File: config.mk
export PLATFORM = sky130hd
export DESIGN_NAME = ps2_mouse_packet_cursor_top
export DESIGN_NICKNAME = d
export VERILOG_FILES = /design/src/sv/ps2mpc_pkg.sv /design/src/sv/ps2mpc_cfg.sv /design/src/sv/ps2mpc_in_buf.sv /design/src/sv/ps2mpc_core.sv /design/src/sv/ps2_mouse_packet_cursor_top.sv
export VERILOG_INCLUDE_DIRS = /design/src /design/src/sv
export SDC_FILE = /design/constraint.sdc
export NUM_CORES = 1
export LEC_CHECK = 0
export BUFFER_PORTS_ARGS = -buffer_cell sky130_fd_sc_hd__buf_2
export CORE_MARGIN = 2
export CORE_UTILIZATION = 40
export CTS_CLUSTER_SIZE = 25
export DETAILED_ROUTE_END_ITERATION = 12
export PLACE_DENSITY_LB_ADDON = 0.12
export SETUP_SLACK_MARGIN = 0.5
export SLEW_MARGIN = 40
export SYNTH_ARGS = -nofsm -noshare
export SYNTH_HDL_FRONTEND = slang
export SYNTH_SLANG_ARGS = --single-unit
File: constraint.sdc
create_clock -name clk_i -period 6.24 [get_ports clk_i]
set_input_delay 0.624 -clock clk_i [delete_from_list [all_inputs] [get_ports clk_i]]
set_output_delay 0.624 -clock clk_i [all_outputs]
set_load 0.05 [all_outputs]
File: src/sv/ps2_mouse_packet_cursor_top_assert.svh
// assertion macros shared by the ps2 mouse cursor modules
// each expects clk_i and rst_ni in the scope where it is used
`ifndef PS2_MOUSE_PACKET_CURSOR_TOP_ASSERT_SVH
`define PS2_MOUSE_PACKET_CURSOR_TOP_ASSERT_SVH

`ifndef SYNTHESIS

// property must hold at every clock outside reset
`define PS2MPC_ASSERT(lbl, prop, msg) \
  lbl: assert property (@(posedge clk_i) disable iff (!rst_ni) (prop)) else $error(msg);

// condition must never be seen outside reset
`define PS2MPC_NEVER(lbl, cond, msg) \
  lbl: assert property (@(posedge clk_i) disable iff (!rst_ni) !(cond)) else $error(msg);

`else

`define PS2MPC_ASSERT(lbl, prop, msg)
`define PS2MPC_NEVER(lbl, cond, msg)

`endif

`endif

File: src/sv/ps2mpc_pkg.sv
package ps2mpc_pkg;

  // register reset values and cursor home position
  localparam logic [7:0] LastColumnReset = 8'd79;
  localparam logic [7:0] LastRowReset    = 8'd24;
  localparam logic [7:0] ColumnReset     = 8'd40;
  localparam logic [7:0] RowReset        = 8'd12;

  // apb address width: two registers at byte offsets 0 and 4
  localparam int unsigned CfgAddrW = 3;
  localparam int unsigned CfgDataW = 32;

  // register index, taken from paddr bit 2
  typedef enum logic {
    CfgLastColumn = 1'b0,
    CfgLastRow    = 1'b1
  } cfg_idx_e;

  // packet byte position
  typedef enum logic [1:0] {
    PhaseHead = 2'd0,
    PhaseDx   = 2'd1,
    PhaseDy   = 2'd2
  } phase_e;

  // one word from the controller
  typedef struct packed {
    logic [7:0] data_byte;
    logic       from_aux;
  } item_t;

  // screen bounds
  typedef struct packed {
    logic [7:0] last_column;
    logic [7:0] last_row;
  } cfg_t;

  // row * (last_column + 1) + column, kept to 16 bits
  function automatic logic [15:0] cell_of(logic [7:0] row, logic [7:0] col,
                                          logic [7:0] last_col);
    logic [8:0]  width;
    logic [16:0] prod;
    logic [16:0] sum;
    width = {1'b0, last_col} + 9'd1;
    prod  = {9'b0, row} * {8'b0, width};
    sum   = prod + {9'b0, col};
    return sum[15:0];
  endfunction

endpackage

File: src/sv/ps2mpc_cfg.sv
module ps2mpc_cfg (
  input  logic                              clk_i,
  input  logic                              rst_ni,
  input  logic                              psel,
  input  logic                              penable,
  input  logic                              pwrite,
  input  logic [ps2mpc_pkg::CfgAddrW-1:0]   paddr,
  input  logic [ps2mpc_pkg::CfgDataW-1:0]   pwdata,
  output logic [ps2mpc_pkg::CfgDataW-1:0]   prdata,
  output logic                              pready,
  output ps2mpc_pkg::cfg_t                  cfg_o
);

  ps2mpc_pkg::cfg_t   cfg_q;
  ps2mpc_pkg::cfg_idx_e idx;
  logic               wr_en;

  assign pready = 1'b1;
  assign wr_en  = psel & penable & pwrite;
  assign idx    = ps2mpc_pkg::cfg_idx_e'(paddr[2]);

  // register write
  always_ff @(posedge clk_i or negedge rst_ni) begin
    if (!rst_ni) begin
      cfg_q.last_column <= ps2mpc_pkg::LastColumnReset;
      cfg_q.last_row    <= ps2mpc_pkg::LastRowReset;
    end else if (wr_en) begin
      unique case (idx)
        ps2mpc_pkg::CfgLastColumn: cfg_q.last_column <= pwdata[7:0];
        ps2mpc_pkg::CfgLastRow:    cfg_q.last_row    <= pwdata[7:0];
        default: ;
      endcase
    end
  end

  // register read
  always_comb begin
    unique case (idx)
      ps2mpc_pkg::CfgLastColumn: prdata = {24'b0, cfg_q.last_column};
      ps2mpc_pkg::CfgLastRow:    prdata = {24'b0, cfg_q.last_row};
      default:                   prdata = '0;
    endcase
  end

  assign cfg_o = cfg_q;

endmodule

File: src/sv/ps2mpc_in_buf.sv
module ps2mpc_in_buf (
  input  logic                clk_i,
  input  logic                rst_ni,
  input  logic                in_valid_i,
  output logic                in_stall_o,
  input  ps2mpc_pkg::item_t   in_item_i,
  output logic                item_valid_o,
  output ps2mpc_pkg::item_t   item_o,
  input  logic                item_take_i
);

  `include "ps2_mouse_packet_cursor_top_assert.svh"

  logic              main_valid_q, main_valid_d;
  logic              skid_valid_q, skid_valid_d;
  ps2mpc_pkg::item_t main_q, main_d;
  ps2mpc_pkg::item_t skid_q, skid_d;
  logic              accept;
  logic              main_free;

  assign accept    = in_valid_i & ~skid_valid_q;
  assign main_free = ~main_valid_q | item_take_i;

  // main register refills from the skid slot first, else from the port
  always_comb begin
    main_valid_d = main_valid_q;
    main_d       = main_q;
    skid_valid_d = skid_valid_q;
    skid_d       = skid_q;
    if (main_free) begin
      if (skid_valid_q) begin
        main_valid_d = 1'b1;
        main_d       = skid_q;
        skid_valid_d = 1'b0;
      end else begin
        main_valid_d = accept;
        main_d       = in_item_i;
      end
    end else if (accept) begin
      skid_valid_d = 1'b1;
      skid_d       = in_item_i;
    end
  end

  always_ff @(posedge clk_i or negedge rst_ni) begin
    if (!rst_ni) begin
      main_valid_q <= 1'b0;
      skid_valid_q <= 1'b0;
    end else begin
      main_valid_q <= main_valid_d;
      skid_valid_q <= skid_valid_d;
    end
  end

  // payload
  always_ff @(posedge clk_i) begin
    main_q <= main_d;
    skid_q <= skid_d;
  end

  assign in_stall_o   = skid_valid_q;
  assign item_valid_o = main_valid_q;
  assign item_o       = main_q;

  // skid slot only fills behind a held main word
  `PS2MPC_NEVER(a_skid_without_main, skid_valid_q && !main_valid_q,
                "skid slot full while main register empty")
  `PS2MPC_NEVER(a_take_without_word, item_take_i && !main_valid_q,
                "word taken from empty input register")

endmodule

File: src/sv/ps2mpc_core.sv
module ps2mpc_core (
  input  logic                clk_i,
  input  logic                rst_ni,
  input  ps2mpc_pkg::cfg_t    cfg_i,
  input  logic                item_valid_i,
  input  ps2mpc_pkg::item_t   item_i,
  output logic                item_take_o,
  output logic                out_valid_o,
  input  logic                out_stall_i,
  output logic [7:0]          cursor_column_o,
  output logic [7:0]          cursor_row_o,
  output logic                left_button_o,
  output logic [15:0]         cell_index_o,
  output logic [15:0]         previous_cell_index_o
);

  `include "ps2_mouse_packet_cursor_top_assert.svh"

  ps2mpc_pkg::phase_e phase_q, phase_d;
  logic [7:0]         store_q [2];
  logic [7:0]         col_now_q, col_now_d;
  logic [7:0]         row_now_q, row_now_d;
  logic               out_valid_q, out_valid_d;
  logic [7:0]         res_col_q, res_row_q, prev_col_q, prev_row_q;
  logic               res_btn_q;

  logic               final_byte;
  logic               out_free;
  logic               take;
  logic               out_load;
  logic               wr_head;
  logic               wr_dx;
  logic [7:0]         dx;
  logic [7:0]         dy;
  logic signed [8:0]  dx_adj, dy_adj;
  logic signed [7:0]  half_dx, half_dy;
  logic signed [9:0]  col_sum, row_sum;
  logic [7:0]         col_new, row_new;

  // a word that closes a packet needs room in the result register
  always_comb begin
    unique case (phase_q)
      ps2mpc_pkg::PhaseHead: final_byte = 1'b0;
      ps2mpc_pkg::PhaseDx:   final_byte = 1'b0;
      default:               final_byte = item_i.from_aux;
    endcase
  end

  assign out_free    = ~out_valid_q | ~out_stall_i;
  assign take        = item_valid_i & (~final_byte | out_free);
  assign out_load    = take & final_byte;
  assign item_take_o = take;

  // packet assembly, non-aux words are taken and leave the phase untouched
  always_comb begin
    phase_d = phase_q;
    wr_head = 1'b0;
    wr_dx   = 1'b0;
    if (take && item_i.from_aux) begin
      unique case (phase_q)
        ps2mpc_pkg::PhaseHead: begin
          if (item_i.data_byte[3]) begin
            phase_d = ps2mpc_pkg::PhaseDx;
            wr_head = 1'b1;
          end
        end
        ps2mpc_pkg::PhaseDx: begin
          phase_d = ps2mpc_pkg::PhaseDy;
          wr_dx   = 1'b1;
        end
        default: phase_d = ps2mpc_pkg::PhaseHead;
      endcase
    end
  end

  // halve deltas, rounding toward zero
  assign dx      = store_q[1];
  assign dy      = item_i.data_byte;
  assign dx_adj  = $signed({dx[7], dx}) + $signed({8'b0, dx[7]});
  assign dy_adj  = $signed({dy[7], dy}) + $signed({8'b0, dy[7]});
  assign half_dx = dx_adj[8:1];
  assign half_dy = dy_adj[8:1];

  // move and clamp
  assign col_sum = $signed({2'b0, col_now_q}) + $signed({{2{half_dx[7]}}, half_dx});
  assign row_sum = $signed({2'b0, row_now_q}) - $signed({{2{half_dy[7]}}, half_dy});

  always_comb begin
    if (col_sum[9]) begin
      col_new = 8'd0;
    end else if (col_sum[8:0] > {1'b0, cfg_i.last_column}) begin
      col_new = cfg_i.last_column;
    end else begin
      col_new = col_sum[7:0];
    end
    if (row_sum[9]) begin
      row_new = 8'd0;
    end else if (row_sum[8:0] > {1'b0, cfg_i.last_row}) begin
      row_new = cfg_i.last_row;
    end else begin
      row_new = row_sum[7:0];
    end
  end

  assign col_now_d   = out_load ? col_new : col_now_q;
  assign row_now_d   = out_load ? row_new : row_now_q;
  assign out_valid_d = out_load | (out_valid_q & out_stall_i);

  // control and cursor state
  always_ff @(posedge clk_i or negedge rst_ni) begin
    if (!rst_ni) begin
      phase_q     <= ps2mpc_pkg::PhaseHead;
      col_now_q   <= ps2mpc_pkg::ColumnReset;
      row_now_q   <= ps2mpc_pkg::RowReset;
      out_valid_q <= 1'b0;
    end else begin
      phase_q     <= phase_d;
      col_now_q   <= col_now_d;
      row_now_q   <= row_now_d;
      out_valid_q <= out_valid_d;
    end
  end

  // packet bytes and result payload
  always_ff @(posedge clk_i) begin
    if (wr_head) begin
      store_q[0] <= item_i.data_byte;
    end
    if (wr_dx) begin
      store_q[1] <= item_i.data_byte;
    end
    if (out_load) begin
      res_col_q  <= col_new;
      res_row_q  <= row_new;
      res_btn_q  <= store_q[0][0];
      prev_col_q <= col_now_q;
      prev_row_q <= row_now_q;
    end
  end

  // cell indexes use the live column bound
  assign out_valid_o           = out_valid_q;
  assign cursor_column_o       = res_col_q;
  assign cursor_row_o          = res_row_q;
  assign left_button_o         = res_btn_q;
  assign cell_index_o          = ps2mpc_pkg::cell_of(res_row_q, res_col_q, cfg_i.last_column);
  assign previous_cell_index_o = ps2mpc_pkg::cell_of(prev_row_q, prev_col_q,
                                                     cfg_i.last_column);

  `PS2MPC_NEVER(a_phase_unused, phase_q == 2'd3, "packet phase reached unused code")
  `PS2MPC_NEVER(a_load_over_held, out_load && out_valid_q && out_stall_i,
                "result overwritten while stalled")
  `PS2MPC_ASSERT(a_col_in_bounds, out_load |=> res_col_q <= $past(cfg_i.last_column),
                 "new column beyond last column")
  `PS2MPC_ASSERT(a_row_in_bounds, out_load |=> res_row_q <= $past(cfg_i.last_row),
                 "new row beyond last row")
  `PS2MPC_ASSERT(a_phase_holds, !take |=> phase_q == $past(phase_q),
                 "packet phase moved without a word")

endmodule

File: src/sv/ps2_mouse_packet_cursor_top.sv
// a packet result passes through the input register, then the result register
// throughput: one byte per cycle while in_stall_o is low; the result register frees in the cycle it is taken
// a two-entry input buffer keeps in_stall_o registered; it rises after a held result
// reset: async active low; cursor at column 40 row 12, packet phase at
// the first byte, last_column 79, last_row 24; no clearing pass is needed
module ps2_mouse_packet_cursor_top (
  input  logic                              clk_i,
  input  logic                              rst_ni,
  // apb configuration
  input  logic                              psel,
  input  logic                              penable,
  input  logic                              pwrite,
  input  logic [ps2mpc_pkg::CfgAddrW-1:0]   paddr,
  input  logic [ps2mpc_pkg::CfgDataW-1:0]   pwdata,
  output logic [ps2mpc_pkg::CfgDataW-1:0]   prdata,
  output logic                              pready,
  // controller bytes
  input  logic                              in_valid_i,
  output logic                              in_stall_o,
  input  logic [7:0]                        data_byte_i,
  input  logic                              from_aux_i,
  // cursor results
  output logic                              out_valid_o,
  input  logic                              out_stall_i,
  output logic [7:0]                        cursor_column_o,
  output logic [7:0]                        cursor_row_o,
  output logic                              left_button_o,
  output logic [15:0]                       cell_index_o,
  output logic [15:0]                       previous_cell_index_o
);

  ps2mpc_pkg::cfg_t  cfg;
  ps2mpc_pkg::item_t in_item;
  ps2mpc_pkg::item_t item;
  logic              item_valid;
  logic              item_take;

  assign in_item.data_byte = data_byte_i;
  assign in_item.from_aux  = from_aux_i;

  // configuration registers
  ps2mpc_cfg u_cfg (
    .clk_i   (clk_i),
    .rst_ni  (rst_ni),
    .psel    (psel),
    .penable (penable),
    .pwrite  (pwrite),
    .paddr   (paddr),
    .pwdata  (pwdata),
    .prdata  (prdata),
    .pready  (pready),
    .cfg_o   (cfg)
  );

  // input register with skid slot
  ps2mpc_in_buf u_in_buf (
    .clk_i        (clk_i),
    .rst_ni       (rst_ni),
    .in_valid_i   (in_valid_i),
    .in_stall_o   (in_stall_o),
    .in_item_i    (in_item),
    .item_valid_o (item_valid),
    .item_o       (item),
    .item_take_i  (item_take)
  );

  // packet decode, cursor update and result register
  ps2mpc_core u_core (
    .clk_i                 (clk_i),
    .rst_ni                (rst_ni),
    .cfg_i                 (cfg),
    .item_valid_i          (item_valid),
    .item_i                (item),
    .item_take_o           (item_take),
    .out_valid_o           (out_valid_o),
    .out_stall_i           (out_stall_i),
    .cursor_column_o       (cursor_column_o),
    .cursor_row_o          (cursor_row_o),
    .left_button_o         (left_button_o),
    .cell_index_o          (cell_index_o),
    .previous_cell_index_o (previous_cell_index_o)
  );

endmodule

Yosys cells after proc, flatten, opt, wreduce, memory -nomap -nowiden
Memories as Yosys holds them, arrays and structs flattened. A register that Yosys moved wholly into a read port is not among the register bits.
Cells that the tools add are included.
W data, S select, Z words.
{"block": "classes", "mux": 24, "div": 0, "n_bitwise": 17, "n_lt_le_gt_ge": 2, "shift": 0, "addsub": 7, "mul": 2, "reduce_logical": 9, "eq_ne": 2}
{"cell": "$pmux W32 S2", "count": 1}
{"cell": "$mux W8", "count": 5}
{"cell": "$add A16 B8 Y16", "count": 2}
{"cell": "$mul A8 B9 Y16", "count": 2}
{"cell": "$add A8 B2 Y9", "count": 2}
{"cell": "$gt A9 B8 Y1", "count": 2}
{"cell": "$mux W1", "count": 15}
{"cell": "$add A9 B8 Y10", "count": 1}
{"cell": "$sub A9 B8 Y10", "count": 1}
{"cell": "$add A8 B1 Y9 const B", "count": 1}
{"cell": "$mux W9", "count": 1}
{"cell": "$reduce_and A2 Y1", "count": 4}
{"cell": "$reduce_or A8 Y1", "count": 1}
{"cell": "$not A1 Y1", "count": 7}
{"cell": "$and A1 B1 Y1", "count": 6}
{"cell": "$or A1 B1 Y1", "count": 4}
{"cell": "$pmux W2 S2", "count": 1}
{"cell": "$eq A2 B1 Y1 const B", "count": 1}
{"cell": "$logic_not A2 Y1", "count": 1}
{"cell": "$mux W2", "count": 1}
{"cell": "$ne A2 B2 Y1 const B", "count": 1}
{"cell": "$reduce_bool A2 Y1", "count": 1}
{"cell": "$reduce_or A2 Y1", "count": 1}
{"cell": "$logic_and A1 B1 Y1", "count": 1}
{"block": "totals", "rom_bits": 0, "ram_bits": 16, "memories": 1, "in_bits": 51, "latchBits": 0, "regBits": 87, "output_inout_bits": 84}
{"name": "u_core.store_q", "depth": 2, "word_bits": 8, "rd": 2, "rd_ports_with_merged_regs": 1, "wr": 1, "line_no": "ps2mpc_core.sv:20", "rtl": "logic [7:0] store_q [2];"}

Logic depth before layout (Yosys ltp)
{"block": "depth", "depth_word": 12, "ltp_mapped": 22}

Hierarchy
Synthesis repeated with hierarchy kept, for this count alone.
{"block": "hier_totals", "hier_cells": 1036, "hier_area_um2": 10445.0}
{"module": "ps2mpc_core", "cells_per_inst": 931, "instances": 1, "seq_area_each_um2": 1741.7, "area_per_inst_um2": 8748.4}
{"module": "ps2mpc_cfg", "cells_per_inst": 70, "instances": 1, "seq_area_each_um2": 409.1, "area_per_inst_um2": 930.9}
{"module": "ps2mpc_in_buf", "cells_per_inst": 35, "instances": 1, "seq_area_each_um2": 590.6, "area_per_inst_um2": 765.7}

Worst setup path after synthesis
OpenSTA, ideal clock, no wires.
{"block": "synth_timing", "path_kind": "register -> output", "startpoint": "register u_cfg.cfg_q (netlist bit u_cfg.cfg_o[10])", "endpoint": "output port cell_index_o[15]", "stages_incl_launch_ff": 22, "t_arrival_ps": 6004, "setup_slack_ps": -388, "cell_sequence": "dfstp_2 -> clkbuf_1 -> nand3_1 -> nor4_1 -> xnor2_1 -> clkbuf_1 -> nand2_1 -> fa_1 -> inv_1 -> fa_1 -> fa_1 -> inv_1 -> fa_1 -> inv_1 -> ha_1 -> o21a_1 -> o21a_1 -> nand3_1 -> a21oi_1 -> a2111oi_0 -> a21oi_1 -> xnor2_1"}
{"block": "synth_between", "elab_chain_cells": 3}
{"item": "start, declared", "line_no": "ps2mpc_cfg.sv:14", "rtl": "ps2mpc_pkg::cfg_t cfg_q;"}
{"item": "$add A8 B1 Y9", "line_no": "ps2mpc_pkg.sv:44", "rtl": "width = {1'b0, last_col} + 9'd1;"}
{"item": "$mul A8 B9 Y16", "line_no": "ps2mpc_pkg.sv:45", "rtl": "prod = {9'b0, row} * {8'b0, width};"}
{"item": "$add A16 B8 Y16", "line_no": "ps2mpc_pkg.sv:46", "rtl": "sum = prod + {9'b0, col};"}
{"item": "end, declared", "line_no": "ps2_mouse_packet_cursor_top.sv:28", "rtl": "output logic [15:0] cell_index_o,"}
Every way passes these cells.

Worst setup path after layout
{"block": "layout_timing", "startpoint": "register u_cfg.cfg_q (netlist bit u_cfg.cfg_o[9])", "endpoint": "output port cell_index_o[15]"}
The elaborated chain is that of the path after synthesis.

==> run metrics <==
Placed Cells=1,483; FP Rows=58; Place WS=-146 ps; register area share after synthesis=26.6%; busiest grt layer=met2; I/O pin total=135; Top FF cell, synth=edfxtp_1; number of vias per cell=4.79; synth warn=0; critical path data arrival time=5560 ps; skew final=7.77 ps; first-pass GRT wire length=37.9 mm; Die Ht=165 um; clk slew on worst S/H paths=70 ps; routing usage on met1=25.1%; highest clock rate=0.162 GHz; number of port buffers=83; critical path cell sequence=ha_4 -> nand3_4 -> buf_6 -> nor4_4 -> buf_4 -> buf_4 -> buf_4 -> and2_4 -> fa_1 -> inv_1 -> fa_1 -> fa_1 -> fa_1 -> inv_1 -> ha_4 -> o21a_1 -> nand3_1 -> a21oi_2 -> a2111oi_4 -> a21oi_2 -> buf_4 -> xnor2_4 -> buf_6; die area=27,100 um2; register bit total from synthesis=97; Die W=165 um; CP delay by family, top=adder cells; CP Buf/Inv Count=8; largest net degree at the start of global routing=38; share of the synthesized area in the top cell type=19.4%; Post-synth top cells=inv_1, ha_1, fa_1; crit end category=primary output; grt met2 use=28.9%; DRT Wirelength=23.4 mm; final cell count without fillers=1,545; crit-path max FO=7; CTS Root Cell=clkbuf_16; GRT Overall Usage=17.9%; Setup WS post-layout=59.7 ps; relative slew slack=54.1%; share of post-route cells with drive strength above 1=28.4%; Mapped Cells=1,036; initial antenna violation count=0; remaining antenna violation count=0; startpoint type of the worst setup path=register; DR vias=7,405; clock period minus final worst setup slack=6180 ps; Initial Util=40.9%; top area cells in the synthesized netlist=fa_1, edfxtp_1, ha_1, inv_1, dfrtp_1; final setup vio count=0; fin. max-slew vios=0; Area growth syn-to-layout=24.6%; Clock Path Buffers=2; global route total overflow=0; GRT met3 Usage=2.41%; Synth Area per Inst=9.96 um2; Min-Delay Path Class=in -> async; Detailed Routing Iterations Pass 1=4; most numerous cell in the Yosys netlist=inv_1; post-synthesis async set-or-reset flop share=38.1%; synthesized cell area=10,300 um2; htree depth=3; CP peak stage delay=570 ps; Min Hold Slack=232 ps; max_cap viols=0; DP Wirelength=18.5 mm; setup TNS=0 ps; worst-skew pair later-pin latency=360 ps; Final period util=99.0%; Netlist cell types=62; slowest CP cell=dfstp_2; clock sinks=97; Layout fillers=2,370; TritonCTS Buffers=9; area of the core=25,300 um2; RSZ-0062 raised after global routing=true; Final Hold Viols=0; DR DRC count=0; status=completed; Crit Path Category=reg -> out; Placer Congestion=0.821; worst slew pin tran=685 ps; ant diodes=0; area leader, netlist=fa_1; # hold bufs at CTS=0; vias in the first global route=7,407; drt first-iter violations=346; CTS tree=yes; DR WL/cell=15.2 um; Final nets=1,470; number of synthesized flops with an enable pin=60; CP Data Required Time=5620 ps
-- final cells by class --
class / count / area (um2) / area share [%]
Multi-Input combinational cell: 731 / 7320 / 56.9
Sequential cell: 97 / 2740 / 21.3
Timing Repair Buffer: 185 / 1410 / 10.9
Inverter: 186 / 702 / 5.46
Tap cell: 330 / 413 / 3.21
Clock buffer: 9 / 225 / 1.75
Clock inverter: 7 / 58.8 / 0.457
-- worst register-to-register path, stage by stage (launching register included) --
cell	delay (ps)
edfxtp_1	440
and2_1	190
ha_1	210
xnor2_1	320
ha_1	300
nor2b_1	150
o31a_1	270
o31ai_1	330
and3_1	230
xor2_1	220
ha_1	280
and3_1	160
a221oi_1	280
a21oi_1	110
nor2_4	300
mux2i_1	390
nor2_1	110
-- cells in the final DEF, fill, tap and decap left out, types with 6 or more instances in the layout --
cell	synthesis	routed
and2_4	0	6
mux2i_1	16	16
dfrtp_1	26	25
o31ai_2	7	7
conb_1	2	25
a21oi_1	24	15
buf_4	26	89
dfstp_2	11	11
xor2_1	17	14
buf_12	0	8
and2_1	76	70
inv_1	186	174
buf_6	0	22
ha_1	109	98
xnor2_1	40	29
nor2_1	39	36
buf_2	0	66
nor2b_1	16	15
mux2_2	26	26
o21ai_1	10	11
inv_2	0	11
a21oi_2	1	10
nand2_1	96	88
o21ai_0	19	16
clkbuf_16	0	9
xnor2_4	1	8
ha_4	0	10
o21a_1	9	9
edfxtp_1	60	60
a21o_1	9	9
nand2b_1	10	10
nand3_1	14	11
fa_1	100	96
-- logic make-up after synthesis --
group                    count (synthesis)  synth area share, %
buffers and inverters                  232                 9.38
flip-flops                              97                 26.6
AND/OR/NAND/NOR                        278                 13.9
adder cells (fa/ha/maj)                209                 32.6
XOR/XNOR                                58                 5.10
other                                    2               0.0727
multiplexers                            42                 4.39
AO/OA/AOI/OAI                          118                 8.00
-- path summary, 6_finish.rpt --
path	start	endpoint	slack [ps]	depth (start not counted)
max in group asynchronous	rst_ni	u_cfg.cfg_o[12]	5610	1
hold / removal	rst_ni	u_core.phase_q[1]	230	1
hold reg to reg	u_core.store_q[0][0]	u_core.left_button_o	430	0
min in group clk_i	u_core.store_q[0][0]	u_core.left_button_o	430	0
setup / recovery	u_cfg.cfg_o[9]	cell_index_o[15]	60	23
setup reg to reg	u_in_buf.item_o[8]	u_core.cursor_row_o[0]	1670	16
-- routing by layer --
metal	vias up	share of wire (%)	routed length [um]
met4	0	2.3	550
met2	136	46	10800
met5	-	0	0
met1	3593	48	11100
li1	3644	-	-
met3	32	3.9	906
-- timing repair --
| item | in CTS | in global routing |
|---|---|---|
| pin swaps | 38 | 64 |
| setup buffers | 35 | 10 |
| setup endpoints to repair | 20 | 17 |
| gates resized for setup | 76 | 49 |
| cloned | 1 | 0 |
-- state kept, by name (all words and copies together), names as in the netlist --
register / cells
u_in_buf.item_valid_o: 1
u_in_buf.skid_q: 9
u_core.cursor_row_o: 8
u_core.left_button_o: 1
u_core.col_now_q: 8
u_core.out_valid_o: 1
u_core.cursor_column_o: 8
u_core.prev_col_q: 8
u_core.phase_q: 2
u_in_buf.item_o: 9
u_cfg.cfg_o: 16
u_in_buf.in_stall_o: 1
u_core.prev_row_q: 8
u_core.store_q: 9
u_core.row_now_q: 8
-- per-stage QoR --
| step | util [%] | instance area [um2] |
|---|---|---|
| floorplan | - | 10600 |
| global placement | 46.0 | 11600 |
| detailed placement | 46.0 | 11600 |
| CTS | 49.9 | 12600 |
| global route | 50.9 | 12900 |
| finish | 50.9 | 12900 |
Power is left out: the tool's default activity adds up to more than one toggle a clock period on the data nets, which glitch-free logic cannot reach.
